$ cat src/hw/rtl/rvid_pkg.sv
`timescale 1ns / 1ps
// rvid_pkg: shared opcodes, format codes, operation numbers and decode tables
package rvid_pkg;

   // major opcodes
   localparam logic [6:0] OPC_LOAD   = 7'h03;
   localparam logic [6:0] OPC_IMM    = 7'h13;
   localparam logic [6:0] OPC_AUIPC  = 7'h17;
   localparam logic [6:0] OPC_STORE  = 7'h23;
   localparam logic [6:0] OPC_REG    = 7'h33;
   localparam logic [6:0] OPC_LUI    = 7'h37;
   localparam logic [6:0] OPC_BRANCH = 7'h63;
   localparam logic [6:0] OPC_JALR   = 7'h67;
   localparam logic [6:0] OPC_JAL    = 7'h6F;
   localparam logic [6:0] OPC_SYSTEM = 7'h73;

   // funct3 codes with special handling
   localparam logic [2:0] F3_ZERO    = 3'd0;
   localparam logic [2:0] F3_SLL     = 3'd1;
   localparam logic [2:0] F3_SW      = 3'd2;
   localparam logic [2:0] F3_SRL     = 3'd5;

   // funct7 codes
   localparam logic [6:0] F7_BASE    = 7'd0;
   localparam logic [6:0] F7_MULDIV  = 7'd1;
   localparam logic [6:0] F7_ALT     = 7'd32;

   localparam int DATA_W = 64;
   localparam int USER_W = 10;

   typedef enum logic [2:0] {
      FMT_R = 3'd0,
      FMT_I = 3'd1,
      FMT_S = 3'd2,
      FMT_B = 3'd3,
      FMT_U = 3'd4,
      FMT_J = 3'd5,
      FMT_X = 3'd6
   } fmt_type;

   typedef enum logic [5:0] {
      OP_LB     = 6'd0,  OP_LH     = 6'd1,  OP_LW     = 6'd2,  OP_LBU    = 6'd3,
      OP_LHU    = 6'd4,  OP_ADDI   = 6'd5,  OP_SLLI   = 6'd6,  OP_SLTI   = 6'd7,
      OP_SLTIU  = 6'd8,  OP_XORI   = 6'd9,  OP_SRLI   = 6'd10, OP_SRAI   = 6'd11,
      OP_ORI    = 6'd12, OP_ANDI   = 6'd13, OP_JALR   = 6'd14, OP_ENV_CALL = 6'd15,
      OP_ADD    = 6'd16, OP_SUB    = 6'd17, OP_SLL    = 6'd18, OP_SLT    = 6'd19,
      OP_SLTU   = 6'd20, OP_XOR    = 6'd21, OP_SRL    = 6'd22, OP_SRA    = 6'd23,
      OP_OR     = 6'd24, OP_AND    = 6'd25, OP_SB     = 6'd26, OP_SH     = 6'd27,
      OP_SW     = 6'd28, OP_BEQ    = 6'd29, OP_BNE    = 6'd30, OP_BLT    = 6'd31,
      OP_BGE    = 6'd32, OP_BLTU   = 6'd33, OP_BGEU   = 6'd34, OP_ADD_UPPER_PC = 6'd35,
      OP_LUI    = 6'd36, OP_JAL    = 6'd37, OP_MUL    = 6'd38, OP_MULH   = 6'd39,
      OP_MULHSU = 6'd40, OP_MULHU  = 6'd41, OP_DIV    = 6'd42, OP_DIVU   = 6'd43,
      OP_REM    = 6'd44, OP_REMU   = 6'd45, OP_NONE   = 6'd46
   } op_type;

   // per-funct3 tables, index 0 first
   localparam op_type LOAD_OPS [8] = '{OP_LB, OP_LH, OP_LW, OP_NONE,
                                       OP_LBU, OP_LHU, OP_NONE, OP_NONE};
   localparam op_type IMM_OPS [8] = '{OP_ADDI, OP_NONE, OP_SLTI, OP_SLTIU,
                                      OP_XORI, OP_NONE, OP_ORI, OP_ANDI};
   localparam op_type BRANCH_OPS [8] = '{OP_BEQ, OP_BNE, OP_NONE, OP_NONE,
                                         OP_BLT, OP_BGE, OP_BLTU, OP_BGEU};
   localparam op_type REG_OPS [8] = '{OP_ADD, OP_SLL, OP_SLT, OP_SLTU,
                                      OP_XOR, OP_SRL, OP_OR, OP_AND};
   localparam op_type MULDIV_OPS [8] = '{OP_MUL, OP_MULH, OP_MULHSU, OP_MULHU,
                                         OP_DIV, OP_DIVU, OP_REM, OP_REMU};
   localparam op_type STORE_OPS [3] = '{OP_SB, OP_SH, OP_SW};

   typedef struct packed {
      logic [6:0]  major_opcode;
      logic [4:0]  dest_reg;
      logic [2:0]  func3;
      logic [4:0]  src1_reg;
      logic [4:0]  src2_reg;
      logic [6:0]  func7;
      logic [31:0] immediate;
      fmt_type     format_code;
      op_type      operation;
      logic        legal;
   } result_type;

endpackage

$ cat src/hw/rtl/rvid_decode.sv
`timescale 1ns / 1ps
// rvid_decode: combinational field split, format, immediate and operation decode
module rvid_decode (
   input  logic [31:0]               instr_word,
   output rvid_pkg::result_type      result
);

   logic [6:0]        opc;
   logic [2:0]        f3;
   logic [6:0]        f7;
   rvid_pkg::fmt_type fmt;
   rvid_pkg::op_type  op;
   logic [31:0]       imm;

   assign opc = instr_word[6:0];
   assign f3  = instr_word[14:12];
   assign f7  = instr_word[31:25];

   // format and operation
   always_comb begin
      fmt = rvid_pkg::FMT_X;
      op  = rvid_pkg::OP_NONE;
      unique case (opc)
         rvid_pkg::OPC_LOAD: begin
            fmt = rvid_pkg::FMT_I;
            op  = rvid_pkg::LOAD_OPS[f3];
         end
         rvid_pkg::OPC_IMM: begin
            fmt = rvid_pkg::FMT_I;
            if (f3 == rvid_pkg::F3_SLL) begin
               op = (f7 == rvid_pkg::F7_BASE) ? rvid_pkg::OP_SLLI : rvid_pkg::OP_NONE;
            end else if (f3 == rvid_pkg::F3_SRL) begin
               if (f7 == rvid_pkg::F7_BASE) op = rvid_pkg::OP_SRLI;
               else if (f7 == rvid_pkg::F7_ALT) op = rvid_pkg::OP_SRAI;
               else op = rvid_pkg::OP_NONE;
            end else begin
               op = rvid_pkg::IMM_OPS[f3];
            end
         end
         rvid_pkg::OPC_JALR: begin
            fmt = rvid_pkg::FMT_I;
            op  = (f3 == rvid_pkg::F3_ZERO) ? rvid_pkg::OP_JALR : rvid_pkg::OP_NONE;
         end
         rvid_pkg::OPC_SYSTEM: begin
            fmt = rvid_pkg::FMT_I;
            op  = (f3 == rvid_pkg::F3_ZERO) ? rvid_pkg::OP_ENV_CALL : rvid_pkg::OP_NONE;
         end
         rvid_pkg::OPC_REG: begin
            fmt = rvid_pkg::FMT_R;
            if (f7 == rvid_pkg::F7_BASE) begin
               op = rvid_pkg::REG_OPS[f3];
            end else if (f7 == rvid_pkg::F7_ALT) begin
               if (f3 == rvid_pkg::F3_ZERO) op = rvid_pkg::OP_SUB;
               else if (f3 == rvid_pkg::F3_SRL) op = rvid_pkg::OP_SRA;
               else op = rvid_pkg::OP_NONE;
            end else if (f7 == rvid_pkg::F7_MULDIV) begin
               op = rvid_pkg::MULDIV_OPS[f3];
            end else begin
               op = rvid_pkg::OP_NONE;
            end
         end
         rvid_pkg::OPC_STORE: begin
            fmt = rvid_pkg::FMT_S;
            op  = (f3 <= rvid_pkg::F3_SW) ? rvid_pkg::STORE_OPS[f3[1:0]] : rvid_pkg::OP_NONE;
         end
         rvid_pkg::OPC_BRANCH: begin
            fmt = rvid_pkg::FMT_B;
            op  = rvid_pkg::BRANCH_OPS[f3];
         end
         rvid_pkg::OPC_AUIPC: begin
            fmt = rvid_pkg::FMT_U;
            op  = rvid_pkg::OP_ADD_UPPER_PC;
         end
         rvid_pkg::OPC_LUI: begin
            fmt = rvid_pkg::FMT_U;
            op  = rvid_pkg::OP_LUI;
         end
         rvid_pkg::OPC_JAL: begin
            fmt = rvid_pkg::FMT_J;
            op  = rvid_pkg::OP_JAL;
         end
         default: begin
            fmt = rvid_pkg::FMT_X;
            op  = rvid_pkg::OP_NONE;
         end
      endcase
   end

   // immediate assembly by format
   always_comb begin
      unique case (fmt)
         rvid_pkg::FMT_I: imm = {{20{instr_word[31]}}, instr_word[31:20]};
         rvid_pkg::FMT_S: imm = {{20{instr_word[31]}}, instr_word[31:25], instr_word[11:7]};
         rvid_pkg::FMT_B: imm = {{19{instr_word[31]}}, instr_word[31], instr_word[7],
                                 instr_word[30:25], instr_word[11:8], 1'b0};
         rvid_pkg::FMT_U: imm = {instr_word[31:12], 12'd0};
         rvid_pkg::FMT_J: imm = {{11{instr_word[31]}}, instr_word[31], instr_word[19:12],
                                 instr_word[20], instr_word[30:21], 1'b0};
         default:         imm = 32'd0;
      endcase
   end

   always_comb begin
      result.major_opcode = opc;
      result.dest_reg     = instr_word[11:7];
      result.func3        = f3;
      result.src1_reg     = instr_word[19:15];
      result.src2_reg     = instr_word[24:20];
      result.func7        = f7;
      result.immediate    = imm;
      result.format_code  = fmt;
      result.operation    = op;
      result.legal        = (op != rvid_pkg::OP_NONE);
   end

endmodule

$ cat src/hw/rtl/rvid_out_stage.sv
`timescale 1ns / 1ps
// rvid_out_stage: result register and response channel packing
module rvid_out_stage (
   input  logic                          clock,
   input  logic                          reset,
   input  logic                          in_valid,
   input  rvid_pkg::result_type          in_result,
   output logic                          in_ready,
   output logic                          rsp_tvalid,
   input  logic                          rsp_tready,
   output logic [rvid_pkg::DATA_W-1:0]   rsp_tdata,
   output logic [rvid_pkg::USER_W-1:0]   rsp_tuser
);

   logic                 valid_ff;
   logic                 valid_in;
   rvid_pkg::result_type result_ff;
   rvid_pkg::result_type result_in;

   // stage frees up when empty or when the held result leaves this cycle
   assign in_ready  = !valid_ff || rsp_tready;
   assign valid_in  = in_ready ? in_valid : valid_ff;
   assign result_in = (in_ready && in_valid) ? in_result : result_ff;

   always_ff @(posedge clock) begin
      if (reset) begin
         valid_ff <= 1'b0;
      end else begin
         valid_ff <= valid_in;
      end
   end

   always_ff @(posedge clock) begin
      result_ff <= result_in;
   end

   assign rsp_tvalid = valid_ff;
   assign rsp_tdata  = {result_ff.immediate, result_ff.func7, result_ff.src2_reg,
                        result_ff.src1_reg, result_ff.func3, result_ff.dest_reg,
                        result_ff.major_opcode};
   assign rsp_tuser  = {result_ff.legal, result_ff.operation, result_ff.format_code};

endmodule

$ cat src/hw/rtl/rv32im_instruction_decoder_unit.sv
`timescale 1ns / 1ps
// rv32im_instruction_decoder_unit: top level of the rv32im instruction decoder
//
//   channel | ports                | direction | content
//   --------+----------------------+-----------+--------------------------------
//   req     | req_tvalid/tready    | in        | tdata[31:0] instr_word
//           | req_tdata            |           |
//   rsp     | rsp_tvalid/tready    | out       | tdata: decoded fields + immediate
//           | rsp_tdata, rsp_tuser |           | tuser: format, operation, legal
//
// one request per cycle sustained while rsp_tready stays high; an accepted request
// passes the input register, then decode logic into the result register (rsp_tvalid)
// reset is synchronous and active high and empties both stages
// a stalled rsp fills the result register and then the input register, after
// which req_tready drops until rsp_tready returns
module rv32im_instruction_decoder_unit (
   input  logic                          clock,
   input  logic                          reset,
   input  logic                          req_tvalid,
   output logic                          req_tready,
   input  logic [31:0]                   req_tdata,   // [31:0] instr_word
   output logic                          rsp_tvalid,
   input  logic                          rsp_tready,
   // [6:0] major_opcode, [11:7] dest_reg, [14:12] func3, [19:15] src1_reg,
   // [24:20] src2_reg, [31:25] func7, [63:32] immediate
   output logic [rvid_pkg::DATA_W-1:0]   rsp_tdata,
   // [2:0] format_code, [8:3] operation, [9] legal
   output logic [rvid_pkg::USER_W-1:0]   rsp_tuser
);

   // input register
   logic                 in_valid_ff;
   logic                 in_valid_in;
   logic [31:0]          in_word_ff;
   logic [31:0]          in_word_in;

   // decode to result stage
   rvid_pkg::result_type dec_result;
   logic                 dec_ready;

   // input register takes a new request when empty or when its word moves on
   assign req_tready  = !in_valid_ff || dec_ready;
   assign in_valid_in = req_tready ? req_tvalid : in_valid_ff;
   assign in_word_in  = (req_tvalid && req_tready) ? req_tdata : in_word_ff;

   always_ff @(posedge clock) begin
      if (reset) begin
         in_valid_ff <= 1'b0;
      end else begin
         in_valid_ff <= in_valid_in;
      end
   end

   always_ff @(posedge clock) begin
      in_word_ff <= in_word_in;
   end

   // field split, format, immediate and operation lookup
   rvid_decode u_decode (
      .instr_word (in_word_ff),
      .result     (dec_result)
   );

   // result register feeding the response channel
   rvid_out_stage u_out_stage (
      .clock      (clock),
      .reset      (reset),
      .in_valid   (in_valid_ff),
      .in_result  (dec_result),
      .in_ready   (dec_ready),
      .rsp_tvalid (rsp_tvalid),
      .rsp_tready (rsp_tready),
      .rsp_tdata  (rsp_tdata),
      .rsp_tuser  (rsp_tuser)
   );

endmodule
$ cat config.mk
export PLATFORM = sky130hd
export DESIGN_NAME = rv32im_instruction_decoder_unit
export DESIGN_NICKNAME = d
export VERILOG_FILES = /design/src/hw/rtl/rvid_pkg.sv /design/src/hw/rtl/rvid_decode.sv /design/src/hw/rtl/rvid_out_stage.sv /design/src/hw/rtl/rv32im_instruction_decoder_unit.sv
export SDC_FILE = /design/constraint.sdc
export NUM_CORES = 1
export LEC_CHECK = 0
export BUFFER_PORTS_ARGS = -buffer_cell sky130_fd_sc_hd__clkbuf_2
export CAP_MARGIN = 20
export CORE_AREA = 2 2 103 105
export DETAILED_ROUTE_END_ITERATION = 8
export DIE_AREA = 0 0 105 107
export PLACE_DENSITY = 0.8
export SYNTH_ARGS = -nofsm -noshare
export SYNTH_HDL_FRONTEND = slang
export SYNTH_SLANG_ARGS = --single-unit
$ cat constraint.sdc
create_clock -name clock -period 5.1 [get_ports clock]
set_input_delay 1.02 -clock clock [delete_from_list [all_inputs] [get_ports clock]]
set_output_delay 1.02 -clock clock [all_outputs]
set_load 0.01 [all_outputs]
Yosys cells after proc, flatten, opt, wreduce, memory -nomap -nowiden

Memories as Yosys holds them, arrays and structs flattened.
Cells that the tools add are included.

Output and inout port bits: 76
Memories: 5
Input bits: 36
Word-level logic and storage cells: 82
Bits in registers: 108
Bits in read-only memories: 240

Memory list:

| name            | words | width | read ports | clocked after memory_dff | write ports | line              | text |
|---|---|---|---|---|---|---|---|
| (no name shown) | 8     | 6     | 1          | 0                        | 0           | rvid_decode.sv:68 | `op = rvid_pkg::BRANCH_OPS[f3];` |
| (no name shown) | 8     | 6     | 1          | 0                        | 0           | rvid_decode.sv:51 | `op = rvid_pkg::REG_OPS[f3];` |
| (no name shown) | 8     | 6     | 1          | 0                        | 0           | rvid_decode.sv:37 | `op = rvid_pkg::IMM_OPS[f3];` |
| (no name shown) | 8     | 6     | 1          | 0                        | 0           | rvid_decode.sv:57 | `op = rvid_pkg::MULDIV_OPS[f3];` |
| (no name shown) | 8     | 6     | 1          | 0                        | 0           | rvid_decode.sv:26 | `op = rvid_pkg::LOAD_OPS[f3];` |

Reduce and logical (&&, ||, !) cells: 10
$lt $le $gt $ge: 3
Multiplexer cells: 29
Eq/ne operators: 20
Bitwise logic cells: 2

Operator list:

| operator                                                       | count |
|---|---|
| case mux 32 bit (5 select lines)                               | 1 |
| 2-to-1 mux 6 bit                                               | 25 |
| case mux 6 bit (10 select lines)                               | 1 |
| == test 7 x 6 -> 1 bit, second input constant                  | 4 |
| == test 7 bit, second input constant                           | 4 |
| case mux 3 bit (6 select lines)                                | 1 |
| == test 7 x 5 -> 1 bit, second input constant                  | 2 |
| binary-select mux 6 bit (select 2 bit)                         | 1 |
| == test 3 bit, second input constant                           | 3 |
| == test 7 x 1 -> 1 bit, second input constant                  | 1 |
| == test 7 x 2 -> 1 bit, second input constant                  | 1 |
| logical NOT 7 bit                                              | 1 |
| == test 3 x 1 -> 1 bit, second input constant                  | 2 |
| == test 3 x 2 -> 1 bit, second input constant                  | 2 |
| != test 6 bit, second input constant                           | 1 |
| >= comparator 4 bit, second input constant                     | 1 |
| inverter 3 -> 4 bit                                            | 1 |
| OR reduction 4 bit                                             | 1 |
| >= comparator 3 bit, second input constant                     | 1 |
| less-or-equal comparator 3 x 2 -> 1 bit, second input constant | 1 |
| logical NOT 3 bit                                              | 1 |
| inverter 2 -> 3 bit                                            | 1 |
| logical AND 1 bit                                              | 2 |
| logical NOT 1 bit                                              | 2 |
| other kinds (2)                                                | 3 |

Depth between registers and ports, before layout

Gate-level depths: netlist (run 1).

Word-level depth: 9
Mapped depth: 10
Gate-level depth less buffers: 8

Cells and area by module

Synthesis (run 1) repeated with hierarchy kept, for this count alone.

Cells, all modules: 370
Area total of the unflattened synthesis: 5029.8 µm²

Modules (own cells, without submodules):

| module                          | times used | area an instance (µm²) | seq. area each (µm²) | cells each |
|---|---|---|---|---|
| rvid_out_stage                  | 1          | 2277.2                 | 2242.2               | 79 |
| rvid_decode                     | 1          | 1736.7                 | 0.0                  | 254 |
| rv32im_instruction_decoder_unit | 1          | 1016.0                 | 980.9                | 37 |

Worst setup path before layout (run 1)

Ideal clock, no wire load.

Path type: input -> register
Start: input port rsp_tready
End: register u_out_stage.result_ff, in the netlist u_out_stage.rsp_tdata[0], enable pin
Arrival time: 4.385 ns
Cell stages on the path: 2
Setup time: 0.516 ns
Path buffers: 0
Data required time: 4.584 ns
Path slack: 0.199 ns
Cells stage by stage: nor2b_1 nor2b_1

Cells in the longest elaborated chain, start to end: 2

RTL lines:

| item                   | line                                  | text |
|---|---|---|
| start: declaration     | rv32im_instruction_decoder_unit.sv:23 | `input logic rsp_tready,` |
| logical OR 1 bit       | rvid_out_stage.sv:21                  | `assign in_ready = !valid_ff \|\| rsp_tready;` |
| logical AND 1 bit      | rvid_out_stage.sv:23                  | `assign result_in = (in_ready && in_valid) ? in_result : result_ff;` |
| end signal: assignment | rvid_out_stage.sv:34                  | `result_ff <= result_in;` |
| end: declaration       | rvid_out_stage.sv:17                  | `rvid_pkg::result_type result_ff;` |

Every way passes these cells.
A chain may end at the register's enable or synchronous reset.

==> results of run 1 <==
power breakdown:
group / internal [W] / switching (W)
registers: 0.00102 / 0.0000373
logic: 0.0000490 / 0.0000761
clock network: 0.000188 / 0.000294
synth_stat cells (5+ instances only):
cell type                  number
sky130_fd_sc_hd__buf_2          5
sky130_fd_sc_hd__a21o_1        13
sky130_fd_sc_hd__a21oi_1       19
sky130_fd_sc_hd__o21ai_0        6
sky130_fd_sc_hd__and3_1         6
sky130_fd_sc_hd__nor2_1        23
sky130_fd_sc_hd__nand2b_1       8
sky130_fd_sc_hd__a22oi_1        6
sky130_fd_sc_hd__nand4_1        5
sky130_fd_sc_hd__nor3_1         7
sky130_fd_sc_hd__ha_1           9
sky130_fd_sc_hd__nand2_1       24
sky130_fd_sc_hd__a211oi_1       5
sky130_fd_sc_hd__nor2b_1        8
sky130_fd_sc_hd__inv_1         14
sky130_fd_sc_hd__edfxtp_1     106
flip-flops by register name, summed over array words and instances (netlist names):
name and count:
in_word_ff 32, in_valid_ff 1, u_out_stage.rsp_tvalid 1, u_out_stage.rsp_tdata 64, u_out_stage.rsp_tuser 10
cell type report:
cell class	count	area, µm²	area share [%]
flip-flops and latches	108	3220	57.8
clock buffers	10	128	2.29
well taps	136	170	3.05
clock inverters	6	60.1	1.08
multi-input cells	205	1370	24.6
inverters	14	52.6	0.942
repair buffers	113	571	10.2
cell families (layout without fill, tap and decap cells):
| kind of cell | Yosys count | in the layout | synth area share, % |
|---|---|---|---|
| xor+xnor | 1 | 1 | 0.186 |
| fa+ha+maj | 9 | 9 | 2.38 |
| flops | 108 | 108 | 68.3 |
| buf+inv | 27 | 143 | 2.84 |
| simple gates | 111 | 111 | 13.7 |
| compound gates | 84 | 84 | 12.7 |
per-stage QoR:
step / total power (W) / utilization [%] / instance area (µm²) / cells / hold slack [ps]
finish: 0.00167 / 55.3 / 5580 / 592 / 476
global route: 0.00173 / 55.3 / 5580 / 592 / 479
CTS: 0.00168 / 55.3 / 5580 / 592 / 474
detailed placement: 0.00121 / 53.4 / 5390 / 576 / 449
global placement: 0.00120 / 53.4 / 5390 / 576 / 442
floorplan: 0.00114 / - / 4720 / 340 / 421
placed cells by master, fill, tap and decap left out, drive strengths merged, types with 5 or more instances in the layout:
master	count
clkbuf	121
edfxtp	106
nor2	26
nand2	24
a21oi	19
inv	16
a21o	13
o21ai	11
ha	9
nand2b	8
nor2b	8
nor3	8
and3	6
a22oi	6
a211oi	5
nand4	5
worst register-to-register path: stages, from the launching register on:
cell                       delay, ps
sky130_fd_sc_hd__edfxtp_1        740
sky130_fd_sc_hd__and4b_1         290
sky130_fd_sc_hd__o21ai_2         300
sky130_fd_sc_hd__ha_1            320
sky130_fd_sc_hd__inv_1           110
sky130_fd_sc_hd__o21ai_4         220
sky130_fd_sc_hd__nor2_4           80
sky130_fd_sc_hd__o211a_1         400
sky130_fd_sc_hd__a21o_1          230
how the worst max path moves through the flow:
| stage | cells after the start | startpoint | end |
|---|---|---|---|
| global route | 8 | in_word_ff[4] | u_out_stage.rsp_tdata[60] |
| CTS | 8 | in_word_ff[4] | u_out_stage.rsp_tdata[57] |
| floorplan | 2 | rsp_tready | u_out_stage.rsp_tdata[0] |
| detailed placement | 8 | in_word_ff[4] | u_out_stage.rsp_tdata[55] |
| global placement | 8 | in_word_ff[4] | u_out_stage.rsp_tdata[58] |
| finish | 8 | in_word_ff[4] | u_out_stage.rsp_tdata[57] |
layer usage:
layer  up-vias  share of wire (%)
met5         -                  0
met4         0                1.6
met3        16                6.7
met2       159                 49
met1      1551                 43
li1       1538                  -
==> results by stage, run 1 <==
Run status:
- The run finished with clean final reports.

CTS:
- The CTS tree is done.
- The H-tree depth is 3.
- The CTS root buffer is sky130_fd_sc_hd__clkbuf_8.
- In this run the deepest clock path goes through 2 buffers.
- The clock-pin slew of the registers on the worst-case setup and hold paths is 110 ps.
- The clock net sink count is 108.
- The number of buffers inserted by hold repair at cts is 0.
- The clock reaches the later pin of the worst-skew pair after 360 ps.
- The post-cts sizing count is 0.
- The total CTS buffers is 9.
- Buffers added to address setup during post-CTS repair amount to 0.

Synth:
- The part of the Yosys area used for sequential elements is 68.3%.
- The count of flip-flops with a built-in enable after synthesis is 106.
- The synthesized instance count is 340.
- The total nets after synthesis is 385.
- The synthesized design devotes to its leading area cell type 67.4% of total area.
- Averaged over all synthesized cells, the footprint is 13.9 µm².
- The proportion of synthesized flip-flops having asynchronous set or reset is 0%.
- For this run, the number of Yosys warnings is 0.
- The number of different library cells used by synthesis comes to 58.
- For this run, the leading register cell type out of synthesis is sky130_fd_sc_hd__edfxtp_1.
- The biggest area consumer among synthesized cells is sky130_fd_sc_hd__edfxtp_1.
- The synthesized netlist occupies a cell area of 0.00472 mm².
- The synthesized design contains 108 register bits.
- In the post-synthesis netlist, the biggest area contributors are sky130_fd_sc_hd__edfxtp_1 (67%), sky130_fd_sc_hd__ha_1 (2.4%), sky130_fd_sc_hd__a21o_1 (2.1%), sky130_fd_sc_hd__a21oi_1 (2.0%), sky130_fd_sc_hd__nand2_1 (1.9%).

Worst setup path:
- The slowest stage of the critical path belongs to the cell sky130_fd_sc_hd__edfxtp_1.
- The type of origin of the critical path is a flop.
- The number of cells on the worst reg-to-reg path is 8.
- The kind of cell with the highest combined delay along the critical path is compound AO/OA/AOI/OAI gates.
- The startpoint identified for the worst register-to-register timing path is in_word_ff[4].
- The worst register-to-register path ends at u_out_stage.rsp_tdata[57].
- The type of destination of the critical path is a flop.
- The type of the setup path with the least slack is flop to flop.
- The total buffers and inverters traversed by the critical path is 1.
- For the worst setup path, the data required time is 5220 ps.
- In this run the register-to-register setup slack is 2180 ps.
- For this run, the slowest stage of the critical path takes 740 ps.
- Data arrives at the worst endpoint at 3040 ps.
- Walking the worst path, the cells encountered are and4b_1 -> o21ai_2 -> ha_1 -> inv_1 -> o21ai_4 -> nor2_4 -> o211a_1 -> a21o_1.
- The largest driver fanout on the critical path is 22.

Global routing:
- The via count of the first global-routing pass came to 3119.
- The peak-usage layer in the global routing report is met2.
- For met1 alone, demand over resource in global routing was 24.9%.
- The met2 track utilization from global routing is 28.9%.
- In the global route stage, overall resource usage came out at 18.0%.
- The number of antenna violations at the first check in global routing was 0.
- The total overflow left after global routing is 0.
- The maximum number of pins on one net before global-route repair is 75.
- The met3 track demand over resource is 3.28%.
- The first global-routing pass estimated 15.9 mm of wire.

Worst hold path:
- The end point of the most critical hold path is u_out_stage.rsp_tdata[16].
- The worst hold path class is flop to flop.
- The origin of the worst min-delay path is in_word_ff[16].
- The worst hold path passes through 0 cells.

Placed design:
- The quantity of I/O buffers inserted on ports is 111.
- After legalization and detailed placement, the total HPWL measured 7.14 mm.
- Prior to clock tree synthesis, the placed netlist has a worst setup slack of 2220 ps.
- The placer congestion estimate is 0.920.

Routing:
- The number of detailed-route iterations in the first pass is 5.
- The detailed-route vias per instance is 5.51.
- The number of vias after detailed routing is 3264.
- After detailed routing, the average wire length per cell comes to 17.0 µm.
- The violation count after the first detailed-route iteration is 262.
- The number of antenna-violating nets in the routed design is 0.
- Wires add up to 10.1 mm.
- After detailed routing, the number of remaining DRC violations is 0.

STA:
- Summed over all failing endpoints, the final setup total negative slack is 0 ps.
- The final number of hold-violating endpoints came to 0.
- The worst-case setup margin in the final layout is 2180 ps.
- The worst relative slew slack is 39.3%.
- The total setup violations reported at the end of the flow is 0.
- After layout, the worst path uses 57.3% of the clock period.
- The final setup skew is 10.2 ps.
- The worst path needs 2920 ps of the cycle, external delays included.
- The slew at the pin closest to its max-slew limit is 911 ps.
- Setup repair after global routing left no endpoint under its margin.
- The maximum clock frequency is 342 MHz.
- The number of slew-limit violations in the final report is 0.

Cells and area:
- The number of diodes added for antenna fixing is 0.
- The net count of the finished layout is 496.
- The layout filler cell count is 840.
- The area added between synthesis and finish is 18.1%.
- The fraction of final layout cells with drive strength greater than 1 is 31.4%.

Die:
- The die area is 0.0112 mm².
- For this configuration, the core starts out at a cell density of 46.8%.
- The row count is 37.
- During I/O placement, the number of pins put on the boundary was 112.
- The die span in x is 105 µm.
- The floorplan die height is 107 µm.
- The core region is 0.0101 mm².

Job:
- The count of maximum capacitance violations is 0.

Power and ir drop:
- IR analysis of the VDD net gives a maximum drop of 182 µV.
- The leakage component of the power is 2.13 nW.
- Dividing total power by cell area gives a power density of 299 mW/mm².
Power figures use the tool's default switching activity.
==> run 2: changes to the inputs <==
Settings changed: ABC_AREA from default to 1, CORE_AREA 2 2 103 105 to 2 2 98 100, DIE_AREA 0 0 105 107 to 0 0 100 102, PLACE_DENSITY 0.8 to 0.85.
Clock period 5.1 ns to 2.7 ns, I/O delays scaled along.
==> run 2 against run 1 <==
  * Power increased by 93%
  * Die area fell by 9.2%
  * Worst hold slack worse by 140 ps
  * Cell area grew 3.6%
  * Utilization rose by 8.2 points
  * Sequential power up 85%
==> results by stage, run 2 <==
Synth:
- The count of flip-flops with a built-in enable after synthesis was 106 (unchanged).
- The mux contribution to synthesized area is 0% (unchanged).
- The post-synthesis cell area came to 0.00485 mm² (+2.7%).
- The synthesized instance count is 432 (+27%).
- The xor/xnor cell area share of the yosys netlist was 0% (-0.19 points).
- The proportion of synthesized flip-flops having asynchronous set or reset came to 0% (unchanged).
- The top cell type's share of synthesized area is 65.7% (-1.8 points).
- The total nets after synthesis was 477 (+24%).
- The number of warnings issued by yosys came to 0 (unchanged).
- In the synthesized netlist the dominant register cell turns out to be sky130_fd_sc_hd__edfxtp_1.
- The part of the Yosys area used for sequential elements is 66.5% (-1.8 points).
- After synthesis, the largest family of logic cells by area is simple AND/OR/NAND/NOR gates.
- By area the synthesized netlist is led by sky130_fd_sc_hd__edfxtp_1 (66%), sky130_fd_sc_hd__nand2_1 (6.6%), sky130_fd_sc_hd__nor2_1 (3.9%), sky130_fd_sc_hd__inv_1 (3.6%), sky130_fd_sc_hd__nand3_1 (3.4%).
- sky130_fd_sc_hd__edfxtp_1 takes more of the synthesized area than any other cell.
- The most common cell in the netlist is sky130_fd_sc_hd__edfxtp_1.
- The area share of fa/ha/maj cells after synthesis is 2.32% (-0.062 points).
- The commonest cells after synthesis are sky130_fd_sc_hd__edfxtp_1 (106), sky130_fd_sc_hd__nand2_1 (85), sky130_fd_sc_hd__nor2_1 (51).
- The number of distinct library cells after synthesis is 33 (-43%).
- The area fraction in and, or, nand and nor cells after synthesis was 20.9% (+7.2 points).
- The mean area per synthesized cell is 11.2 µm² (-19%).
- The synthesized-area fraction occupied by ao, oa, aoi and oai cells came to 5.08% (-7.6 points).
- The register bit total from synthesis is 108 (unchanged).

Routing:
- The number of vias after detailed routing is 3493 (+7.0%).
- The total DRC errors in the routed layout is 0 (unchanged).
- The number of antenna-violating nets in the routed design is 0 (unchanged).
- The number of detailed-route iterations in the first pass was 5 (unchanged).
- The detailed-route vias per instance came to 5.21 (-5.4%).
- The violation count after the first detailed-route iteration came to 280 (+6.9%).
- The total wirelength of the detailed-routed design is 10.2 mm (+1.7%).
- The average wire per cell in the routed design is 15.3 µm (-10%).

Worst setup path:
- The worst register-to-register path begins at in_word_ff[4].
- The largest stage delay on the critical path is 510 ps (-230 ps).
- The critical path goes through inv_2 -> nand3_2 -> inv_2 -> nand2_2 -> nand3_2 -> inv_2 -> ha_1 -> inv_1 -> nor2_1 -> nand3_4 -> nand3_4 -> a21oi_2 -> o21ai_0 -> inv_1.
- The slowest stage of the critical path belongs to the cell sky130_fd_sc_hd__edfxtp_1.
- STA classifies the critical path startpoint as a flop.
- The type of destination of the critical path is a flop.
- The worst setup path startpoint is in_word_ff[4].
- The required time reported for the critical path endpoint is 2830 ps (-2390 ps).
- In this design, the critical path's most frequently occurring cell is sky130_fd_sc_hd__inv_2.
- The critical path in this run is classified as flop to flop.
- The data arrival time of the worst path is 2600 ps (-440 ps).
- The largest driver fanout on the critical path is 8 (-64%).

Cells and area:
- Relative to the synthesized area, the layout overhead comes to 19.2%.
- The flip-flop count of the largest register, all copies and words added is 64 (unchanged).
- The fraction of final layout cells with drive strength greater than 1 was 33.1% (+1.7 points).
- The library cells used most frequently in the layout, excluding fill and tap cells, are sky130_fd_sc_hd__clkbuf_2 (111), sky130_fd_sc_hd__edfxtp_1 (106), sky130_fd_sc_hd__nand2_1 (85).
- The number of diodes added for antenna fixing was 0 (unchanged).
- The net count reported at finish was 599 (+21%).
- The most common cell after layout, fill and taps aside is sky130_fd_sc_hd__clkbuf_2.
- The number of standard cells in the final layout excluding fillers is 670 (+13%).

STA:
- The total setup violations reported at the end of the flow is 0 (unchanged).
- The number of slew-limit violations in the final report is 0 (unchanged).
- The worst relative slew slack is 70.7% (+31 points).
- The clock period minus worst slack came to 2470 ps (-454 ps).
- The final setup skew was 9.70 ps (-0.539 ps).
- The maximum clock frequency was 405 MHz (+18%).
- The fraction of the cycle the final worst path needs is 91.5% (+34 points).
- The final number of hold-violating endpoints is 0 (unchanged).
- Setup repair after global routing left no endpoint under its margin.
- The slew at the pin closest to its max-slew limit came to 439 ps (-472 ps).
- The setup TNS is 0 ps (unchanged).

CTS:
- The clock-pin slew of the registers on the worst-case setup and hold paths was 100 ps (about the same).
- The H-tree depth is 3 (unchanged).
- The buffer levels on the longest clock path is 2 (unchanged).
- The clock insertion delay at the later pin of the skew report is 370 ps (about the same).
- TritonCTS built the clock tree.
- The total setup buffers inserted after CTS is 0 (unchanged).
- The CTS root buffer is sky130_fd_sc_hd__clkbuf_8.
- The post-cts sizing count was 0 (unchanged).
- The total CTS buffers is 9 (unchanged).
- The clock net sink count is 108 (unchanged).
- The number of buffers inserted by hold repair at cts was 0 (unchanged).

Die:
- The count of pins on the block boundary is 112 (unchanged).
- The die span in x came to 100 µm (-4.8%).
- The effective utilization at floorplan is 53.2% (+6.4 points).
- The placeable core area is 0.00911 mm² (-9.7%).
- The floorplan die height is 102 µm (-4.7%).
- The die area was 0.0102 mm² (-9.2%).
- The row count was 35 (-5.4%).

Power and ir drop:
- The ratio of total power to cell area is 557 mW/mm² (+86%).
- The leakage component of the power is 2.62 nW (+23%).
- The peak supply drop is 286 µV (+57%).

Global routing:
- The wire length of the first global-routing pass came to 15.9 mm (+0.40%).
- The overflow left after global routing came to 0 (unchanged).
- The total track usage is 20.6% (+2.6 points).
- The via count of the first global-routing pass is 3259 (+4.5%).
- The maximum number of pins on one net before global-route repair came to 75 (unchanged).
- The number of antenna violations at the first check in global routing came to 0 (unchanged).

Run status:
- The run finished with clean final reports.

Placed design:
- The quantity of I/O buffers inserted on ports is 111 (unchanged).
- The detailed-placement wirelength estimate is 7.40 mm (+3.6%).
- The placer congestion estimate is 0.905 (-1.6%).
- The cell total after placement was 654 (+14%).

Job:
- The count of maximum capacitance violations is 0 (unchanged).

Worst hold path:
- The tightest min-delay check is of the input pin to flop type.
- The origin of the worst min-delay path is reset.
-- run 2: worst max-delay path: cells and delay by family, from the launching register on --
kind,cells,cell delay [ps]
AO/OA/AOI/OAI,2,290
buffers and inverters,5,420
adder cells (fa/ha/maj),1,200
AND/OR/NAND/NOR,6,800
flip-flops,1,510
-- run 2: cell type report --
| cell class | count | area (µm²) |
|---|---|---|
| clock inverters | 6 | 72.6 |
| fillers | 727 | 3330 |
| flip-flops and latches | 108 | 3220 |
| clock buffers | 10 | 128 |
| multi-input cells | 259 | 1390 |
| well taps | 111 | 139 |
| inverters | 61 | 229 |
| repair buffers | 115 | 598 |
-- run 2: layer usage --
layer | up-vias | global-route usage [%] | part of all wire, %
met4 | 0 | 8.01 | 1.8
li1 | 1701 | - | -
met5 | - | 0 | 0
met3 | 15 | 4.86 | 6.4
met2 | 163 | 33.8 | 49
met1 | 1614 | 27.0 | 43
-- run 2: where the power goes --
group / switching [W] / internal, W / total (W)
logic: 0.000168 / 0.0000835 / 0.000252
clock network: 0.000562 / 0.000440 / 0.00100
registers: 0.0000409 / 0.00192 / 0.00196
-- run 2: kinds of logic after synthesis --
family | after synthesis
buffers and inverters | 65
adder cells (fa/ha/maj) | 9
flip-flops | 108
AO/OA/AOI/OAI | 42
AND/OR/NAND/NOR | 208
-- run 2: worst paths after layout --
path / endpoint / slack (ps) / cells past startpoint
setup reg to reg: u_out_stage.rsp_tdata[47] / 230 / 14
setup / recovery: u_out_stage.rsp_tdata[47] / 230 / 14
hold reg to reg: u_out_stage.rsp_tdata[1] / 460 / 0
hold / removal: u_out_stage.rsp_tvalid / 330 / 2
-- run 2: stage by stage --
stage | hold slack (ps) | power, W | util (%) | cell area (µm²) | setup slack, ps
final | 332 | 0.00322 | 63.4 | 5780 | 231
after global routing | 304 | 0.00334 | 63.4 | 5780 | 23.3
after CTS | 315 | 0.00324 | 63.4 | 5770 | 192
after detailed placement | 433 | 0.00225 | 61.2 | 5570 | 206
after global placement | 432 | 0.00225 | 61.2 | 5570 | 374
after floorplan | 426 | 0.00214 | - | 4860 | 406
==> run 3: changes to the inputs <==
Settings changed: CORE_AREA 2 2 98 100 to 2 2 103 105, DIE_AREA 0 0 100 102 to 0 0 105 107, PLACE_DENSITY 0.85 to 0.81.
Clock period 2.7 ns to 2.1 ns, I/O delays scaled along.
==> run 3 against run 2 <==
  * Highest routed layer unchanged
  * Non-clock buffer count rose by 45
  * The run now ends with setup timing left
  * Sequential power up 29%
  * Maximum frequency increased by 16%
  * Register-to-register slack worse by 270 ps
  * Clock skew is 0.67 ps lower
  * Worst setup slack got worse by 270 ps
  * Critical path type unchanged
  * Final cell count is 10% higher
  * Power up 32%
  * Global-route usage shrank 0.80 points
==> results by stage, run 3 (synthesized netlist as in run 2, its figures left out) <==
Run status:
- The run finished, with violations left.
- The final reports fail on setup timing.

Global routing:
- The overflow left after global routing is 0 (unchanged).
- The wire length of the first global-routing pass came to 17.2 mm (+7.8%).
- The number of antenna violations at the first check in global routing came to 0 (unchanged).
- The total track usage came to 19.8% (-0.80 points).
- The maximum number of pins on one net before global-route repair came to 75 (unchanged).
- The via count of the first global-routing pass is 3447 (+5.8%).

Worst setup path:
- The slowest library cell on the worst path is sky130_fd_sc_hd__edfxtp_1.
- By startpoint and endpoint, the worst setup path is classified as flop to flop.
- The cell that appears most often on the critical path is sky130_fd_sc_hd__nand2_2.
- The largest driver fanout on the critical path came to 5 (-3).
- The required time reported for the critical path endpoint came to 2340 ps (-490 ps).
- The data arrival time of the worst path was 2370 ps (-230 ps).
- The number of cells on the worst reg-to-reg path is 15 (+1).
- The signal on the critical path passes through inv_2 -> nand2_2 -> nor2_4 -> nand2_2 -> nand3_4 -> inv_4 -> ha_4 -> inv_4 -> nor2_4 -> nand3_4 -> nand2_4 -> nor3_4 -> buf_6 -> nand3_2 -> nand2_2.
- The type of destination of the critical path is a flop.
- The largest stage delay on the critical path was 470 ps (-40 ps).
- The type of origin of the critical path is a flop.

STA:
- The slew at the pin closest to its max-slew limit is 436 ps (-2.90 ps).
- Setup repair after global routing could not meet its margin everywhere.
- The fraction of the cycle the final worst path needs is 102% (+10 points).
- The clock period minus worst slack is 2130 ps (-335 ps).
- The number of slew-limit violations in the final report is 0 (unchanged).
- The maximum clock frequency is 468 MHz (+16%).
- The final number of hold-violating endpoints came to 0 (unchanged).
- The worst relative slew slack is 70.9% (+0.19 points).
- The total setup violations reported at the end of the flow came to 17 (+17).
- The worst-case setup margin in the final layout was -34.6 ps (-265 ps).
- The final setup skew came to 9.03 ps (-0.669 ps).

Die:
- The count of pins on the block boundary is 112 (unchanged).
- The effective utilization at floorplan is 48.0% (-5.2 points).
- The placeable core area was 0.0101 mm² (+11%).
- The floorplan die height came to 107 µm (+4.9%).
- The row count came to 37 (+5.7%).
- The die span in x is 105 µm (+5.0%).
- The die area was 0.0112 mm² (+10%).

Power and ir drop:
- The peak supply drop is 429 µV (+50%).
- The switching power total was 0.000960 W (+24%).
- The leakage component of the power is 2.86 nW (+9.3%).
- The clock share of power was 31.2% (about the same).
- The proportion of power drawn by flip-flops and latches was 59.1% (-1.9 points).
- The total chip power is 0.00426 W (+32%).
- The switching portion of total power is 22.5% (-1.5 points).
- The ratio of total power to cell area came to 669 mW/mm² (+20%).
- The total internal power is 0.00330 W (+35%).
- The fraction of power consumed by combinational cells came to 9.7% (+1.9 points).

Routing:
- The detailed-route vias per instance was 4.93 (-5.5%).
- The number of vias after detailed routing was 3645 (+4.4%).
- The total wirelength of the detailed-routed design was 11.0 mm (+7.7%).
- The average wire per cell in the routed design is 14.9 µm (-2.5%).
- The total DRC errors in the routed layout is 0 (unchanged).
- The violation count after the first detailed-route iteration is 219 (-22%).
- The number of detailed-route iterations in the first pass came to 4 (-1).
- The number of antenna-violating nets in the routed design is 0 (unchanged).

CTS:
- The buffer levels on the longest clock path was 2 (unchanged).
- The clock insertion delay at the later pin of the skew report is 360 ps (about the same).
- The total CTS buffers came to 9 (unchanged).
- The H-tree depth is 3 (unchanged).
- The clock-pin slew of the registers on the worst-case setup and hold paths is 90 ps (about the same).
- The number of buffers inserted by hold repair at cts is 0 (unchanged).
- The root buffer cell chosen for the clock tree is sky130_fd_sc_hd__clkbuf_8.
- The CTS tree is done.
- The clock net sink count is 108 (unchanged).

Cells and area:
- The fraction of final layout cells with drive strength greater than 1 is 42.5% (+9.5 points).
- The most common cell after layout, fill and taps aside is sky130_fd_sc_hd__clkbuf_2.
- The number of standard cells in the final layout excluding fillers is 740 (+10%).
- The flip-flop count of the largest register, all copies and words added is 64 (unchanged).
- In the layout the commonest cells are sky130_fd_sc_hd__clkbuf_2 (111), sky130_fd_sc_hd__edfxtp_1 (106), sky130_fd_sc_hd__nand2_1 (77).
- Relative to the synthesized area, the layout overhead comes to 31.3%.
- The layout filler cell count is 838 (+15%).
- The net count reported at finish is 645 (+7.7%).
- The number of diodes added for antenna fixing was 0 (unchanged).

Placed design:
- The worst slack at placement is -141 ps (-347 ps).
- The detailed-placement wirelength estimate is 7.81 mm (+5.6%).
- The quantity of I/O buffers inserted on ports came to 111 (unchanged).
- The placer congestion estimate is 0.899 (-0.70%).
- The cell total after placement is 711 (+8.7%).

Worst hold path:
- The worst hold path class is input pin to flop.
- The number of cells traversed by the worst hold path is 1 (-1).

Job:
- The count of maximum capacitance violations was 0 (unchanged).
-- run 3: critical path, delay by kind of cell (launching register included) --
family | cells | cell delay [ps]
fa+ha+maj | 1 | 160
flops | 1 | 470
buf+inv | 4 | 360
simple gates | 10 | 1010
-- run 3: final cells by class --
cell class | instances | area [µm²] | area share [%]
Multi-Input combinational cell | 260 | 1550 | 24.4
Tap cell | 136 | 170 | 2.67
Clock inverter | 4 | 72.6 | 1.14
Sequential cell | 108 | 3220 | 50.6
Clock buffer | 11 | 131 | 2.06
Timing Repair Buffer | 160 | 965 | 15.2
Inverter | 61 | 251 | 3.95
-- run 3: what timing repair did --
action,in CTS,in global routing
resized for setup,7,40
hold endpoints to repair,0,0
pin swaps,7,17
buffers inserted,8,5
setup endpoints to repair,31,34
gates cloned,1,0
-- run 3: power groups by stage --
stage | Sequential (W) | Clock, W | Combinational (W)
final | 0.00252 | 0.00133 | 0.000413
after CTS | 0.00252 | 0.00135 | 0.000395
after global placement | 0.00256 | 0 | 0.000371
after floorplan | 0.00259 | 0 | 0.000159
after detailed placement | 0.00257 | 0 | 0.000376
after global routing | 0.00253 | 0.00144 | 0.000454
-- run 3: routing by layer --
metal | GRT usage [%] | up-vias | wire (µm)
met5 | 0 | - | 0
met4 | 6.76 | 0 | 145
met3 | 3.89 | 11 | 559
met2 | 34.4 | 126 | 5680
met1 | 24.9 | 1724 | 4630
li1 | - | 1784 | -
-- run 3: worst paths after layout --
check                                    to            from  slack [ps]
setup reg to reg  u_out_stage.rsp_tdata[55]   in_word_ff[3]         -30
hold reg to reg   u_out_stage.rsp_tdata[16]  in_word_ff[16]         460
hold / removal                in_word_ff[6]    req_tdata[6]         220
setup / recovery  u_out_stage.rsp_tdata[55]   in_word_ff[3]         -30
-- run 3: stage by stage --
| stage | setup TNS (ps) | utilization (%) | cell area [µm²] | hold slack [ps] |
|---|---|---|---|---|
| after CTS | -52.8 | 61.5 | 6210 | 206 |
| after global routing | -3490 | 63.1 | 6370 | 197 |
| final | -176 | 63.1 | 6370 | 222 |
| after detailed placement | -1680 | 58.5 | 5910 | 436 |
| after global placement | 0 | 58.5 | 5910 | 437 |
| after floorplan | -8.41 | - | 4900 | 426 |
